**config.mk**
```make
export PLATFORM = sky130hd
export DESIGN_NAME = prf_merge
export DESIGN_NICKNAME = d
export VERILOG_FILES = /design/src/sv/prf_merge.sv
export SDC_FILE = /design/constraint.sdc
export NUM_CORES = 1
export LEC_CHECK = 0
export ABC_AREA = 1
export BUFFER_PORTS_ARGS = -buffer_cell sky130_fd_sc_hd__buf_2
export CORE_ASPECT_RATIO = 0.75
export CORE_MARGIN = 8
export CORE_UTILIZATION = 44
export DETAILED_ROUTE_END_ITERATION = 7
export PLACE_DENSITY = 0.81
export SLEW_MARGIN = 10
export SYNTH_ARGS = -nofsm -noshare
export SYNTH_HDL_FRONTEND = slang
export SYNTH_SLANG_ARGS = --single-unit
```
**constraint.sdc**
```tcl
create_clock -name clk -period 3.3 [get_ports clk]
set_clock_uncertainty 0.05 [all_clocks]
set_input_delay 0.33 -clock clk [delete_from_list [all_inputs] [get_ports clk]]
set_output_delay 0.33 -clock clk [all_outputs]
set_load 0.02 [all_outputs]
```
**src/sv/prf_merge.sv**
```systemverilog
module prf_merge #(
	parameter int  VECTOR_BITS = 32,
	localparam int DATA_BITS   = ((3 * VECTOR_BITS + 7) / 8) * 8
) (
	input  logic                          clk,
	input  logic                          arst_n,
	input  logic                          v_s3,
	input  logic signed [VECTOR_BITS-1:0] res [3],
	input  logic                          clip [3],
	input  logic                          m_tready,
	output logic                          ready,
	output logic                          m_tvalid,
	output logic [DATA_BITS-1:0]          m_tdata,   // out_x, out_y, out_z
	output logic [0:0]                    m_tuser    // clipped
);

	assign ready = !m_tvalid || m_tready;

	always_ff @(posedge clk or negedge arst_n) begin
		if (!arst_n)
			m_tvalid <= 1'b0;
		else if (ready)
			m_tvalid <= v_s3;
	end

	always_ff @(posedge clk) begin
		if (ready) begin
			m_tdata    <= DATA_BITS'({res[2], res[1], res[0]});
			m_tuser[0] <= clip[0] | clip[1] | clip[2];
		end
	end

endmodule

```
==> impl_results.md, run 1 <==
* Status: complete, no violations
* Reg power frac at 0.576
* RSZ-0062 raised after global routing: no
* Reg-to-reg endpoint: m_tdata[15]
* Least-Margin Pin Slew at 0.497 ns
* #FFs+latches synth at 98
* Total wire length at 7.69 mm
* Max cap viols at 0
* ANT cells at 0
* DR iter-0 viols at 54
* Die ar. at 9660 um2
* Reg2Reg Setup Slack at 1.60 ns
* Synth cell types at 6
* Area leader, netlist: edfxtp_1
* P per Cell Area at 598 nW/um2
* Final GP Congestion at 0.681
* Syn_nets at 208
* Hold Startpoint: res[9]
* Worst Hold Class: primary input to flip-flop
* Global route overflow at 0
* Slew margin rel. at 0.668
* Placed cell areas at 4100 um2
* TritonCTS Buffers at 9
* Period utilization at 0.548
* Hold EP: m_tdata[73]
* First-pass GRT wire length at 11.4 mm
* Crit path launch type: flip-flop
* CP max stage cell: dfrtp_1
* CP Class: flip-flop to output pin
* I/O Pins at 202
* Cell Area, Synth at between 2000 and 3000 um2
* Clock share of power at 0.310
* Fmax at 0.553 GHz
* Core Rows at 26
* Mapped Cells at 105
* Pin count of the biggest net entering global routing at 39
* Int Pwr at 1.94 mW
* Worst-path cell chain: nand2_4, buf_2
* Post-route ant nets at 0
* Port Buffers at about 200
* Post-synth top area share at 0.981
* First-pass DRT Iterations at 4
* Die width at 111 um
* Net Sw Power at 0.645 mW
* Clk_lat worst skew at roughly 0.34 ns
* Clock buffer depth at 2
* Final instance area at 4330 um2
* Fin crit period at 1.81 ns
* DR WL/cell at 18.8 um
* CTS tree: done
* Syn Area/Cell at between 20 and 30 um2
* Slew Viols, Final at 0
* CP required at 2.92 ns
* Sw Share at 0.249
* DR vias at ~1900
* Cell family with most CP delay: flip-flops
* Remaining DRCs at 0
* Number of global-route vias before repair at 2074
* Root Buffer: clkbuf_8
* Clk sinks at 98
* Total GRT Usage at 0.156
* CP Buf/Inv Count at 1
* CP Capture Type: output pin
* Starting Density at 0.445
* Top cells by area, synth: edfxtp_1 98%, dfrtp_1 0.84%, nand2_2 0.42%, inv_1 0.38%, nand2_1 0.13%
* Hold Vio Cnt, Final at 0
* Critical Path AT at 1.43 ns
* Worst Setup SP: m_tvalid
* Max VDD drop at 0.308 mV
* Worst reg2reg path startpoint: m_tvalid
* Slowest cell delay on critical path at 0.42 ns
* Die height at between 80 and 90 um
* Worst Hold Depth at 1
* Combinational Power Share at 0.114
* Setup TNS at 0 ns
* Area Overhead vs Synth at 45.8%
* Clock-pin slew on the worst setup and hold paths at 0.10 ns
* Initial antenna violation count at 0
* CORE AREA at 6670 um2
* CP max FO at 38
* Register area share after synthesis at 0.989
* H-tree depth at 3
* Vias per Instance at 4.53
* Leakage at 1.93 nW
* Fin nets at 423
* Synth warnings at 0
* Share of layout cells above drive strength 1 at 0.680
* Worst Reg-to-Reg Cells at 2
* Final setup fails at 0
per-stage QoR:
stage                     std cells  setup WS (ns)   util  hold slack [ns]  power (mW)
after detailed placement        392           1.54  0.615           0.0586        1.82
final                           409           1.49  0.649           0.0942        2.59
after floorplan                 105           1.10      -          -0.0156        1.66
after global placement          392           1.59  0.615           0.0548        1.81
after CTS                       409           1.44  0.649           0.0729        2.62
after global routing            409           1.39  0.649           0.0633        2.69
registers in the layout (all words and copies together) (netlist names):
name	cells
m_tvalid	1
m_tuser	1
m_tdata	96
cell families after synthesis:
| kind of cell | after synthesis | synth area share |
|---|---|---|
| DFF | 98 | 0.989 |
| and+or+nand+nor | 4 | 0.00674 |
| buffers and inverters | 3 | 0.00379 |
layout by cell type, fill, tap and decap left out, drive strengths merged:
cell,count
nor2,1
nand2,3
dfrtp,1
dlygate4sd3,1
bufinv,1
buf,203
inv,7
clkbuf,9
clkinv,2
edfxtp,97
area by class of cell:
cell class	instances	area (um2)
repair buffers	204	1030
fillers	476	2340
clock inverters	7	95.1
inverters	3	11.3
flip-flops and latches	98	2940
clock buffers	9	124
multi-input cells	4	25.0
well taps	84	105
worst max-delay path by stage:
stage / slack, ns / to / cells after the start
after global routing: 1.39 / ready / 2
final: 1.49 / ready / 2
after detailed placement: 1.54 / m_tdata[29] / 4
after floorplan: 1.10 / m_tdata[0] / 1
after global placement: 1.59 / m_tdata[70] / 4
after CTS: 1.44 / ready / 2
power by group through the flow:
stage | registers (mW) | clock network [mW] | logic, mW
5_1_grt | 1.50 | 0.877 | 0.314
2_1_floorplan | 1.64 | 0 | 0.0252
4_1_cts | 1.49 | 0.829 | 0.301
3_5_place_dp | 1.52 | 0 | 0.300
6_report | 1.49 | 0.804 | 0.295
3_3_place_gp | 1.52 | 0 | 0.293
cell usage after synthesis:
cell      count
nor2_1        1
nand2_1       1
edfxtp_1     97
dfrtp_1       1
inv_1         3
nand2_2       2
layer usage:
layer,wire [um],track usage,part of all wire
met1,2530,0.148,0.33
met2,4210,0.284,0.55
met3,809,0.0785,0.11
met4,136,0.0562,0.018
met5,0,0,0
worst register-to-register path: cells and delay by family (launching register included):
family | cells | cell delay [ns]
buf+inv | 1 | 0.49
flops | 1 | 0.42
simple gates | 1 | 0.39
timing repair:
item | CTS | global route
hold endpoints to repair | 1 | 0
setup buffers | 0 | 0
gates resized for setup | 0 | 0
hold buffers | 1 | 0
Note: power is estimated with default switching activity, not from simulation.
==> inputs of run 2 (changes only) <==
--- a/config.mk
+++ b/config.mk
@@ -5,13 +5,13 @@
 export SDC_FILE = /design/constraint.sdc
 export NUM_CORES = 1
 export LEC_CHECK = 0
-export ABC_AREA = 1
+export ABC_AREA = 0
 export BUFFER_PORTS_ARGS = -buffer_cell sky130_fd_sc_hd__buf_2
 export CORE_ASPECT_RATIO = 0.75
 export CORE_MARGIN = 8
-export CORE_UTILIZATION = 44
+export CORE_UTILIZATION = 41
 export DETAILED_ROUTE_END_ITERATION = 7
-export PLACE_DENSITY = 0.81
+export PLACE_DENSITY = 0.76
 export SLEW_MARGIN = 10
 export SYNTH_ARGS = -nofsm -noshare
 export SYNTH_HDL_FRONTEND = slang
==> constraint.sdc (replaced) <==
create_clock -name clk -period 1.9 [get_ports clk]
set_clock_uncertainty 0.05 [all_clocks]
set_input_delay 0.19 -clock clk [delete_from_list [all_inputs] [get_ports clk]]
set_output_delay 0.19 -clock clk [all_outputs]
set_load 0.02 [all_outputs]
==> run 2 against run 1 <==
  * Die area is 5.7% higher
  * Wire length is 37% higher
  * Setup slack worse by 1.1 ns
  * Core utilization is 12 points higher
  * Sequential cell count stayed put
  * Area after synthesis is 0.42% lower
  * Highest routed layer unchanged
==> impl_results.md, run 2 <==
* Worst Hold Depth at 2 (was 1)
* Placed insts at 403 (was 392)
* Synth warnings at 0 (unchanged)
* Die ar. at 10200 um2 (was 9660 um2)
* DR WL/cell at 20.3 um (was 18.8 um)
* Hold_buf cts at 98 (was 1)
* Port Buffers at 201 (unchanged)
* Pwr Total at 4.53 mW (was 2.59 mW)
* Slowest cell delay on critical path at 0.41 ns (was 0.42 ns)
* Cell family with most CP delay: flip-flops (unchanged)
* CTS tree: done (unchanged)
* Post-DP HPWL at 6.42 mm
* Die height at 89.5 um (was 87.1 um)
* Slew Viols, Final at 0 (unchanged)
* I/O Pins at 202 (unchanged)
* Cell Area, Synth at 2960 um2 (was 2970 um2)
* Multi-input logic area at 26.3 um2 (was 25.0 um2)
* Die width at 114 um (was 111 um)
* Leakage at 2.31 nW (was 1.93 nW)
* Storage cell area at 2940 um2 (unchanged)
* Most frequent cells in the layout: 201 x buf_2, 98 x dlygate4sd3_1, 97 x edfxtp_1 (was 201 x buf_2, 97 x edfxtp_1, 9 x clkbuf_8)
* Most common cell after layout, fill and taps aside: buf_2 (unchanged)
* Total GRT Usage at 0.206 (was 0.156)
* First-pass DRT Iterations at 6 (was 4)
* Status: complete, no violations (unchanged)
* Final setup fails at 0 (unchanged)
* Reg with most FFs: m_tdata (unchanged)
* Period utilization at 0.807
* Vias per Instance at 4.48 (was 4.53)
* Worst Reg-to-Reg Cells at 2 (unchanged)
* Area Overhead vs Synth at 79.6% (was 45.8%)
* #FFs+latches synth at 98 (unchanged)
* Fill count at 422 (was 476)
* Synth Flop Type: edfxtp_1 (unchanged)
* Syn Area/Cell at 29.3 um2 (was 28.3 um2)
* RSZ-0062 raised after global routing: no (unchanged)
* Setup TNS at 0 ns (unchanged)
* Ys async rst share at 0.0102 (unchanged)
* Number of global-route vias before repair at 2587 (was 2074)
* Final GP Congestion at 0.778 (was 0.681)
* Crit path launch type: flip-flop (unchanged)
* Share of layout cells above drive strength 1 at 0.525 (was 0.680)
* First-pass GRT wire length at 15.2 mm (was 11.4 mm)
* Global route overflow at 0 (unchanged)
* DR vias at 2323 (was 1853)
* CP required at 1.66 ns (was 2.92 ns)
* Post-route ant nets at 0 (unchanged)
* CORE AREA at 6900 um2 (was 6670 um2)
* P per Cell Area at 854 nW/um2 (was 598 nW/um2)
* Register area share after synthesis at 0.994 (was 0.989)
* Post-synth EDFFs at 97 (unchanged)
* Critical Path AT at 1.29 ns (was 1.43 ns)
* Pin count of the biggest net entering global routing at 42 (was 39)
* Top flop regs: m_tdata: 96 flops, m_tuser: 1 flops, m_tvalid: 1 flops (unchanged)
* Fmax at 0.652 GHz
* Least-Margin Pin Slew at 0.342 ns (was 0.497 ns)
* Syn_nets at 204 (was 208)
* Hold Vio Cnt, Final at 0 (unchanged)
* Synth cell types at 4 (was 6)
* Most common cell in the netlist: edfxtp_1 (unchanged)
* Area leader, netlist: edfxtp_1 (unchanged)
* Post-synth top cells: 97 x edfxtp_1, 2 x nand2b_1, 1 x dfrtp_1, 1 x or3_1 (was 97 x edfxtp_1, 3 x inv_1, 2 x nand2_2)
* PostCTS Resize Cnt at 0 (unchanged)
* TritonCTS Buffers at 9 (unchanged)
* Max reg flops at 96 (unchanged)
* DR iter-0 viols at 113 (was 54)
* WP depth at 2 (unchanged)
* Initial antenna violation count at 2 (was 0)
* Post-CTS Setup Inserts at 0 (unchanged)
* Worst-path cell chain: nand2b_4, buf_2 (was nand2_4, buf_2)
* Fin nets at 517 (was 423)
* Worst Hold Class: primary input to flip-flop (unchanged)
* Clock buffer depth at 2 (unchanged)
* Mapped Cells at 101 (was 105)
* Post-synth top area share at 0.985 (was 0.981)
* Clk_lat worst skew at 0.34 ns (about the same)
* CP Class: flip-flop to output pin (unchanged)
* Top cells by area, synth: edfxtp_1 99%, dfrtp_1 0.85%, nand2b_1 0.42%, or3_1 0.21% (was edfxtp_1 98%, dfrtp_1 0.84%, nand2_2 0.42%, inv_1 0.38%, nand2_1 0.13%)
* CP Capture Type: output pin (unchanged)
* Clk sinks at 98 (unchanged)
* Fin crit period at 1.53 ns
* H-tree depth at 3 (unchanged)
* Starting Density at 0.429 (was 0.445)
* Total wire length at 10.6 mm (was 7.69 mm)
* Max cap viols at 0 (unchanged)
* Clock-pin slew on the worst setup and hold paths at 0.09 ns (was 0.10 ns)
* Slew margin rel. at 0.772 (was 0.668)
* CP Buf/Inv Count at 1 (unchanged)
* Remaining DRCs at 0 (unchanged)
* Core Rows at 26 (unchanged)
* Root Buffer: clkbuf_8 (unchanged)
* CP max stage cell: dfrtp_1 (unchanged)
* CP max FO at 21 (was 38)
* Cell Count, Final, Fillers Out at 519 (was 409)
* Max VDD drop at 0.650 mV (was 0.308 mV)
run 2: worst reg2reg max path: cells and delay by family, from the launching register on:
kind | cells | cell delay (ns)
buffers and inverters | 1 | 0.28
AND/OR/NAND/NOR | 1 | 0.29
flip-flops | 1 | 0.41
run 2: path summary, 6_finish.rpt:
check                         endpoint  slack (ns)      from
min reg2reg                 m_tdata[5]        0.79  m_tvalid
min in group asynchronous     m_tvalid        0.08    arst_n
max in group asynchronous     m_tvalid        1.64    arst_n
max                              ready        0.37  m_tvalid
min                            m_tuser        0.06   clip[2]
max reg2reg                m_tdata[42]        0.54  m_tvalid
run 2: final cells by class:
cell class	instances	share of cell area
Antenna cell	2	0.000943
Clock buffer	9	0.0233
Timing Repair Buffer	302	0.383
Sequential cell	98	0.553
Tap cell	98	0.0231
Multi-Input combinational cell	3	0.00495
Clock inverter	7	0.0111
run 2: cell families (layout without fill, tap and decap cells):
family | Yosys count | in the layout | share of synthesized area
DFF | 98 | 98 | 0.994
buffers and inverters | 0 | 318 | 0
other | 0 | 2 | 0
and+or+nand+nor | 3 | 3 | 0.00635
run 2: where the power goes:
part | total, mW | switching (mW) | internal (mW)
logic | 0.706 | 0.390 | 0.316
registers | 2.60 | 0.0435 | 2.55
clock network | 1.23 | 0.730 | 0.500
total | 4.53 | 1.16 | 3.37
run 2: layer usage:
metal / up-vias / track usage / part of all wire
met5: - / 0 / 0
met4: 0 / 0.0854 / 0.025
met3: 22 / 0.0864 / 0.099
met2: 145 / 0.389 / 0.55
met1: 1121 / 0.196 / 0.33
li1: 1035 / - / -
run 2: through the flow:
stage | utilization | instance area [um2] | hold WS, ns | worst slack [ns]
2_1_floorplan | - | 2960 | -0.156 | 0.217
3_3_place_gp | 0.600 | 4140 | -0.0828 | 0.576
3_5_place_dp | 0.600 | 4140 | -0.0813 | 0.550
4_1_cts | 0.769 | 5300 | 0.0474 | 0.336
5_1_grt | 0.770 | 5310 | 0.0456 | 0.300
6_report | 0.770 | 5310 | 0.0606 | 0.367
==> inputs of run 3 (changes only) <==
--- a/config.mk
+++ b/config.mk
@@ -5,13 +5,13 @@
 export SDC_FILE = /design/constraint.sdc
 export NUM_CORES = 1
 export LEC_CHECK = 0
-export ABC_AREA = 0
+export ABC_AREA = 1
 export BUFFER_PORTS_ARGS = -buffer_cell sky130_fd_sc_hd__buf_2
 export CORE_ASPECT_RATIO = 0.75
 export CORE_MARGIN = 8
-export CORE_UTILIZATION = 41
+export CORE_UTILIZATION = 37
 export DETAILED_ROUTE_END_ITERATION = 7
-export PLACE_DENSITY = 0.76
+export PLACE_DENSITY = 0.72
 export SLEW_MARGIN = 10
 export SYNTH_ARGS = -nofsm -noshare
 export SYNTH_HDL_FRONTEND = slang
==> constraint.sdc (replaced) <==
create_clock -name clk -period 1.4 [get_ports clk]
set_clock_uncertainty 0.05 [all_clocks]
set_input_delay 0.14 -clock clk [delete_from_list [all_inputs] [get_ports clk]]
set_output_delay 0.14 -clock clk [all_outputs]
set_load 0.02 [all_outputs]
==> run 3 against run 2 <==
  * The flow now stops in clock tree synthesis
  * Synthesized cell count is 4.0% higher
  * Area after synthesis up 0.42%
==> impl_results.md, run 3 <==
* Post-CTS Setup Inserts at 2 (was 0)
* Failing step: clock tree synthesis
* TritonCTS Buffers at 9 (unchanged)
* Post-synth top cells: 97 x edfxtp_1, 3 x inv_1, 2 x nand2_2 (was 97 x edfxtp_1, 2 x nand2b_1, 1 x dfrtp_1, 1 x or3_1)
* Cell Area, Synth at 2970 um2 (was 2960 um2)
* Register area share after synthesis at 0.989 (was 0.994)
* Ys async rst share at 0.0102 (unchanged)
* Syn_nets at 208 (was 204)
* #FFs+latches synth at 98 (unchanged)
* Hold_buf cts at 101 (was 98)
* Final GP Congestion at 0.718 (was 0.778)
* Area leader, netlist: edfxtp_1 (unchanged)
* Starting Density at 0.378 (was 0.429)
* Synth cell types at 6 (was 4)
* PostCTS Resize Cnt at 1 (was 0)
* Synth warnings at 0 (unchanged)
* Post-DP HPWL at 6.29 mm (was 6.42 mm)
* Die height at 93.6 um (was 89.5 um)
* H-tree depth at 3 (unchanged)
* Post-synth top area share at 0.981 (was 0.985)
* Error: [ERROR RSZ-0060] Max buffer count reached.
* Top cells by area, synth: edfxtp_1 98%, dfrtp_1 0.84%, nand2_2 0.42%, inv_1 0.38%, nand2_1 0.13% (was edfxtp_1 99%, dfrtp_1 0.85%, nand2b_1 0.42%, or3_1 0.21%)
* Post-synth EDFFs at 97 (unchanged)
* Mapped Cells at 105 (was 101)
* Root Buffer: clkbuf_8 (unchanged)
* Syn Area/Cell at 28.3 um2 (was 29.3 um2)
* Synth Flop Type: edfxtp_1 (unchanged)
* Clock buffer depth at 2 (unchanged)
* Core Rows at 28 (was 26)
* Die width at 119 um (was 114 um)
* Clk sinks at 98 (unchanged)
* Most common cell in the netlist: edfxtp_1 (unchanged)
* Status: did not finish (was complete, no violations)
* I/O Pins at 202 (unchanged)
* Port Buffers at 201 (unchanged)
## run 3: cell count changes after synthesis, sizes merged
cell and delta:
nor2 +1, nand2 +3, inv +3, nand2b -2, or3 -1
## run 3: cells by family after synthesis
kind of cell / after synthesis / share of synthesized area
buffers and inverters: 3 / 0.00379
DFF: 98 / 0.989
and+or+nand+nor: 4 / 0.00674
## run 3: through the flow
stage / util / setup WS [ns] / cell area [um2] / hold slack [ns] / cells
3_5_place_dp: 0.537 / 0.188 / 4210 / -0.125 / 418
3_3_place_gp: 0.537 / 0.205 / 4210 / -0.127 / 418
2_1_floorplan: - / 0.0495 / 2980 / -0.206 / 105
==> inputs of run 4 (changes only) <==
--- a/config.mk
+++ b/config.mk
@@ -7,11 +7,10 @@
 export LEC_CHECK = 0
 export ABC_AREA = 1
 export BUFFER_PORTS_ARGS = -buffer_cell sky130_fd_sc_hd__buf_2
-export CORE_ASPECT_RATIO = 0.75
 export CORE_MARGIN = 8
-export CORE_UTILIZATION = 37
+export CORE_UTILIZATION = 30
 export DETAILED_ROUTE_END_ITERATION = 7
-export PLACE_DENSITY = 0.72
+export PLACE_DENSITY_LB_ADDON = 0.15
 export SLEW_MARGIN = 10
 export SYNTH_ARGS = -nofsm -noshare
 export SYNTH_HDL_FRONTEND = slang
==> constraint.sdc (replaced) <==
create_clock -name clk -period 1.8 [get_ports clk]
set_clock_uncertainty 0.05 [all_clocks]
set_input_delay 0.18 -clock clk [delete_from_list [all_inputs] [get_ports clk]]
set_output_delay 0.18 -clock clk [all_outputs]
set_load 0.02 [all_outputs]
==> run 4 against run 3 <==
  * The flow now finishes without violations
==> impl_results.md, run 4 (synthesis gave the netlist of run 1 again) <==
* Most common cell after layout, fill and taps aside: buf_2
* Sw Share at 0.236
* Met1 usage at 0.130
* Placed cell areas at 4190 um2 (was 4210 um2)
* Total wire length at 8.88 mm
* DR WL/cell at 15.9 um
* Critical Path AT at around 1.5 ns
* Int Pwr at around 3.7 mW
* Final instance area at ~5400 um2
* GR Util met2 at 0.213
* Net Sw Power at ~1.1 mW
* Slew margin rel. at 0.812
* Max cap viols at 0
* Die height at 115 um (was 93.6 um)
* Share of layout cells above drive strength 1 at 0.519
* Setup TNS at 0 ns
* Starting Density at 0.307 (was 0.378)
* Top flop regs: m_tdata: 96 flops, m_tuser: 1 flops, m_tvalid: 1 flops
* Fill count at just under 800
* Global route hottest layer: met2
* Leakage at 2.33 nW
* DR vias at 2179
* Hold Vio Cnt, Final at 0
* Core Rows at 36 (was 28)
* CP required at around 1.6 ns
* CTS tree: done
* Remaining DRCs at 0
* Placed insts at 442 (was 418)
* Multi-input logic area at between 20 and 30 um2
* Final GP Congestion at 0.687 (was 0.718)
* Total GRT Usage at 0.130
* Vias per Instance at 3.91
* Die ar. at around 13000 um2
* Worst-path cell chain: nand2_4, buf_4, buf_2
* Slowest cell delay on critical path at 0.41 ns
* Clock-pin slew on the worst setup and hold paths at ~0.08 ns
* Post-route ant nets at 0
* Port Buffers at 201 (unchanged)
* Reg power frac at 0.571
* Area Overhead vs Synth at 81.1%
* CP max FO at 18
* First-pass DRT Iterations at 4
* Worst Setup Slack, final at about 0.12 ns
* Fmax at 0.594 GHz
* Clk sinks at 98 (unchanged)
* Pin count of the biggest net entering global routing at 40
* CP max stage cell: dfrtp_1
* Worst reg2reg path startpoint: m_tvalid
* CORE AREA at 9680 um2
* Clk_lat worst skew at roughly 0.34 ns
* PostCTS Resize Cnt at 0 (was 1)
* Grt met3 use at 0.0766
* Crit path launch type: flip-flop
* Clock buffer depth at 2 (unchanged)
* CP Capture Type: output pin
* Global route overflow at 0
* Fin crit period at 1.68 ns
* Period utilization at 0.936
* Die width at 115 um (was 119 um)
* Cell family with most CP delay: buffers and inverters
* ANT cells at 0
* CP Buf/Inv Count at 2
* P per Cell Area at just under 900 nW/um2
* CP Class: flip-flop to output pin
* Fin nets at 523
* Cell Count, Final, Fillers Out at between 500 and 600
* Dpl ws at 0.486 ns (was 0.188 ns)
* Worst Setup SP: m_tvalid
* Root Buffer: clkbuf_8 (unchanged)
* Most frequent cells in the layout: 201 x buf_2, 100 x dlygate4sd3_1, 97 x edfxtp_1
* RSZ-0062 raised after global routing: no
* Slew Viols, Final at 0
* Initial antenna violation count at 0
* Post-DP HPWL at 5.98 mm (was 6.29 mm)
* Clock share of power at 0.276
* Max reg flops at 96
* Number of global-route vias before repair at between 2000 and 3000
* Final setup fails at 0
* I/O Pins at 202 (unchanged)
* Least-Margin Pin Slew at 0.281 ns
* First-pass GRT wire length at around 13 mm
* Status: complete, no violations (was did not finish)
* H-tree depth at 3 (unchanged)
* Reg with most FFs: m_tdata
* Worst Hold Class: primary input to flip-flop
* TritonCTS Buffers at 9 (unchanged)
* Combinational Power Share at 0.153
* Storage cell area at between 2000 and 3000 um2
* DR iter-0 viols at between 70 and 80
* Max VDD drop at ~0.42 mV
* Hold Startpoint: clip[2]
run 4: area by class of cell:
| class | count | area share |
|---|---|---|
| inverters | 3 | 0.00209 |
| clock inverters | 6 | 0.0109 |
| multi-input cells | 4 | 0.00465 |
| clock buffers | 9 | 0.0230 |
| repair buffers | 304 | 0.382 |
| flip-flops and latches | 98 | 0.546 |
| well taps | 133 | 0.0309 |
run 4: what timing repair did:
item	in CTS	in global routing
endpoints found under the hold margin	99	0
buffers inserted	0	0
hold buffers	100	0
run 4: per-stage QoR:
stage,power (mW),util,hold slack (ns)
2_1_floorplan,3.05,-,-0.166
3_3_place_gp,3.35,0.433,-0.0845
3_5_place_dp,3.35,0.433,-0.0820
4_1_cts,4.87,0.555,0.000511
5_1_grt,5.00,0.555,0.0168
6_report,4.78,0.555,0.0321
run 4: power groups by stage:
stage,combinational [mW],clock [mW],sequential (mW)
2_1_floorplan,0.0471,0,3.00
3_3_place_gp,0.561,0,2.78
3_5_place_dp,0.564,0,2.78
4_1_cts,0.736,1.41,2.73
5_1_grt,0.778,1.48,2.75
6_report,0.729,1.32,2.73
run 4: final timing paths:
| kind | to | slack [ns] | cells past startpoint |
|---|---|---|---|
| setup / recovery | ready | 0.12 | 3 |
| max in group asynchronous | m_tvalid | 1.52 | 2 |
| hold / removal | m_tuser | 0.03 | 3 |
| setup reg to reg | m_tdata[13] | 0.50 | 2 |
| hold reg to reg | m_tdata[15] | 0.75 | 1 |
| min in group asynchronous | m_tvalid | 0.09 | 2 |
run 4: layer usage:
metal	up-vias	share of wire	wire length, um
met2	137	0.48	4280
li1	1041	-	-
met1	989	0.35	3140
met3	12	0.15	1310
met4	0	0.016	144
met5	-	0	0
run 4: tightest hold or removal path, cell delays in order:
cell and delay [ns]:
buf_2 0.08, inv_1 0.03, nand2_1 0.05
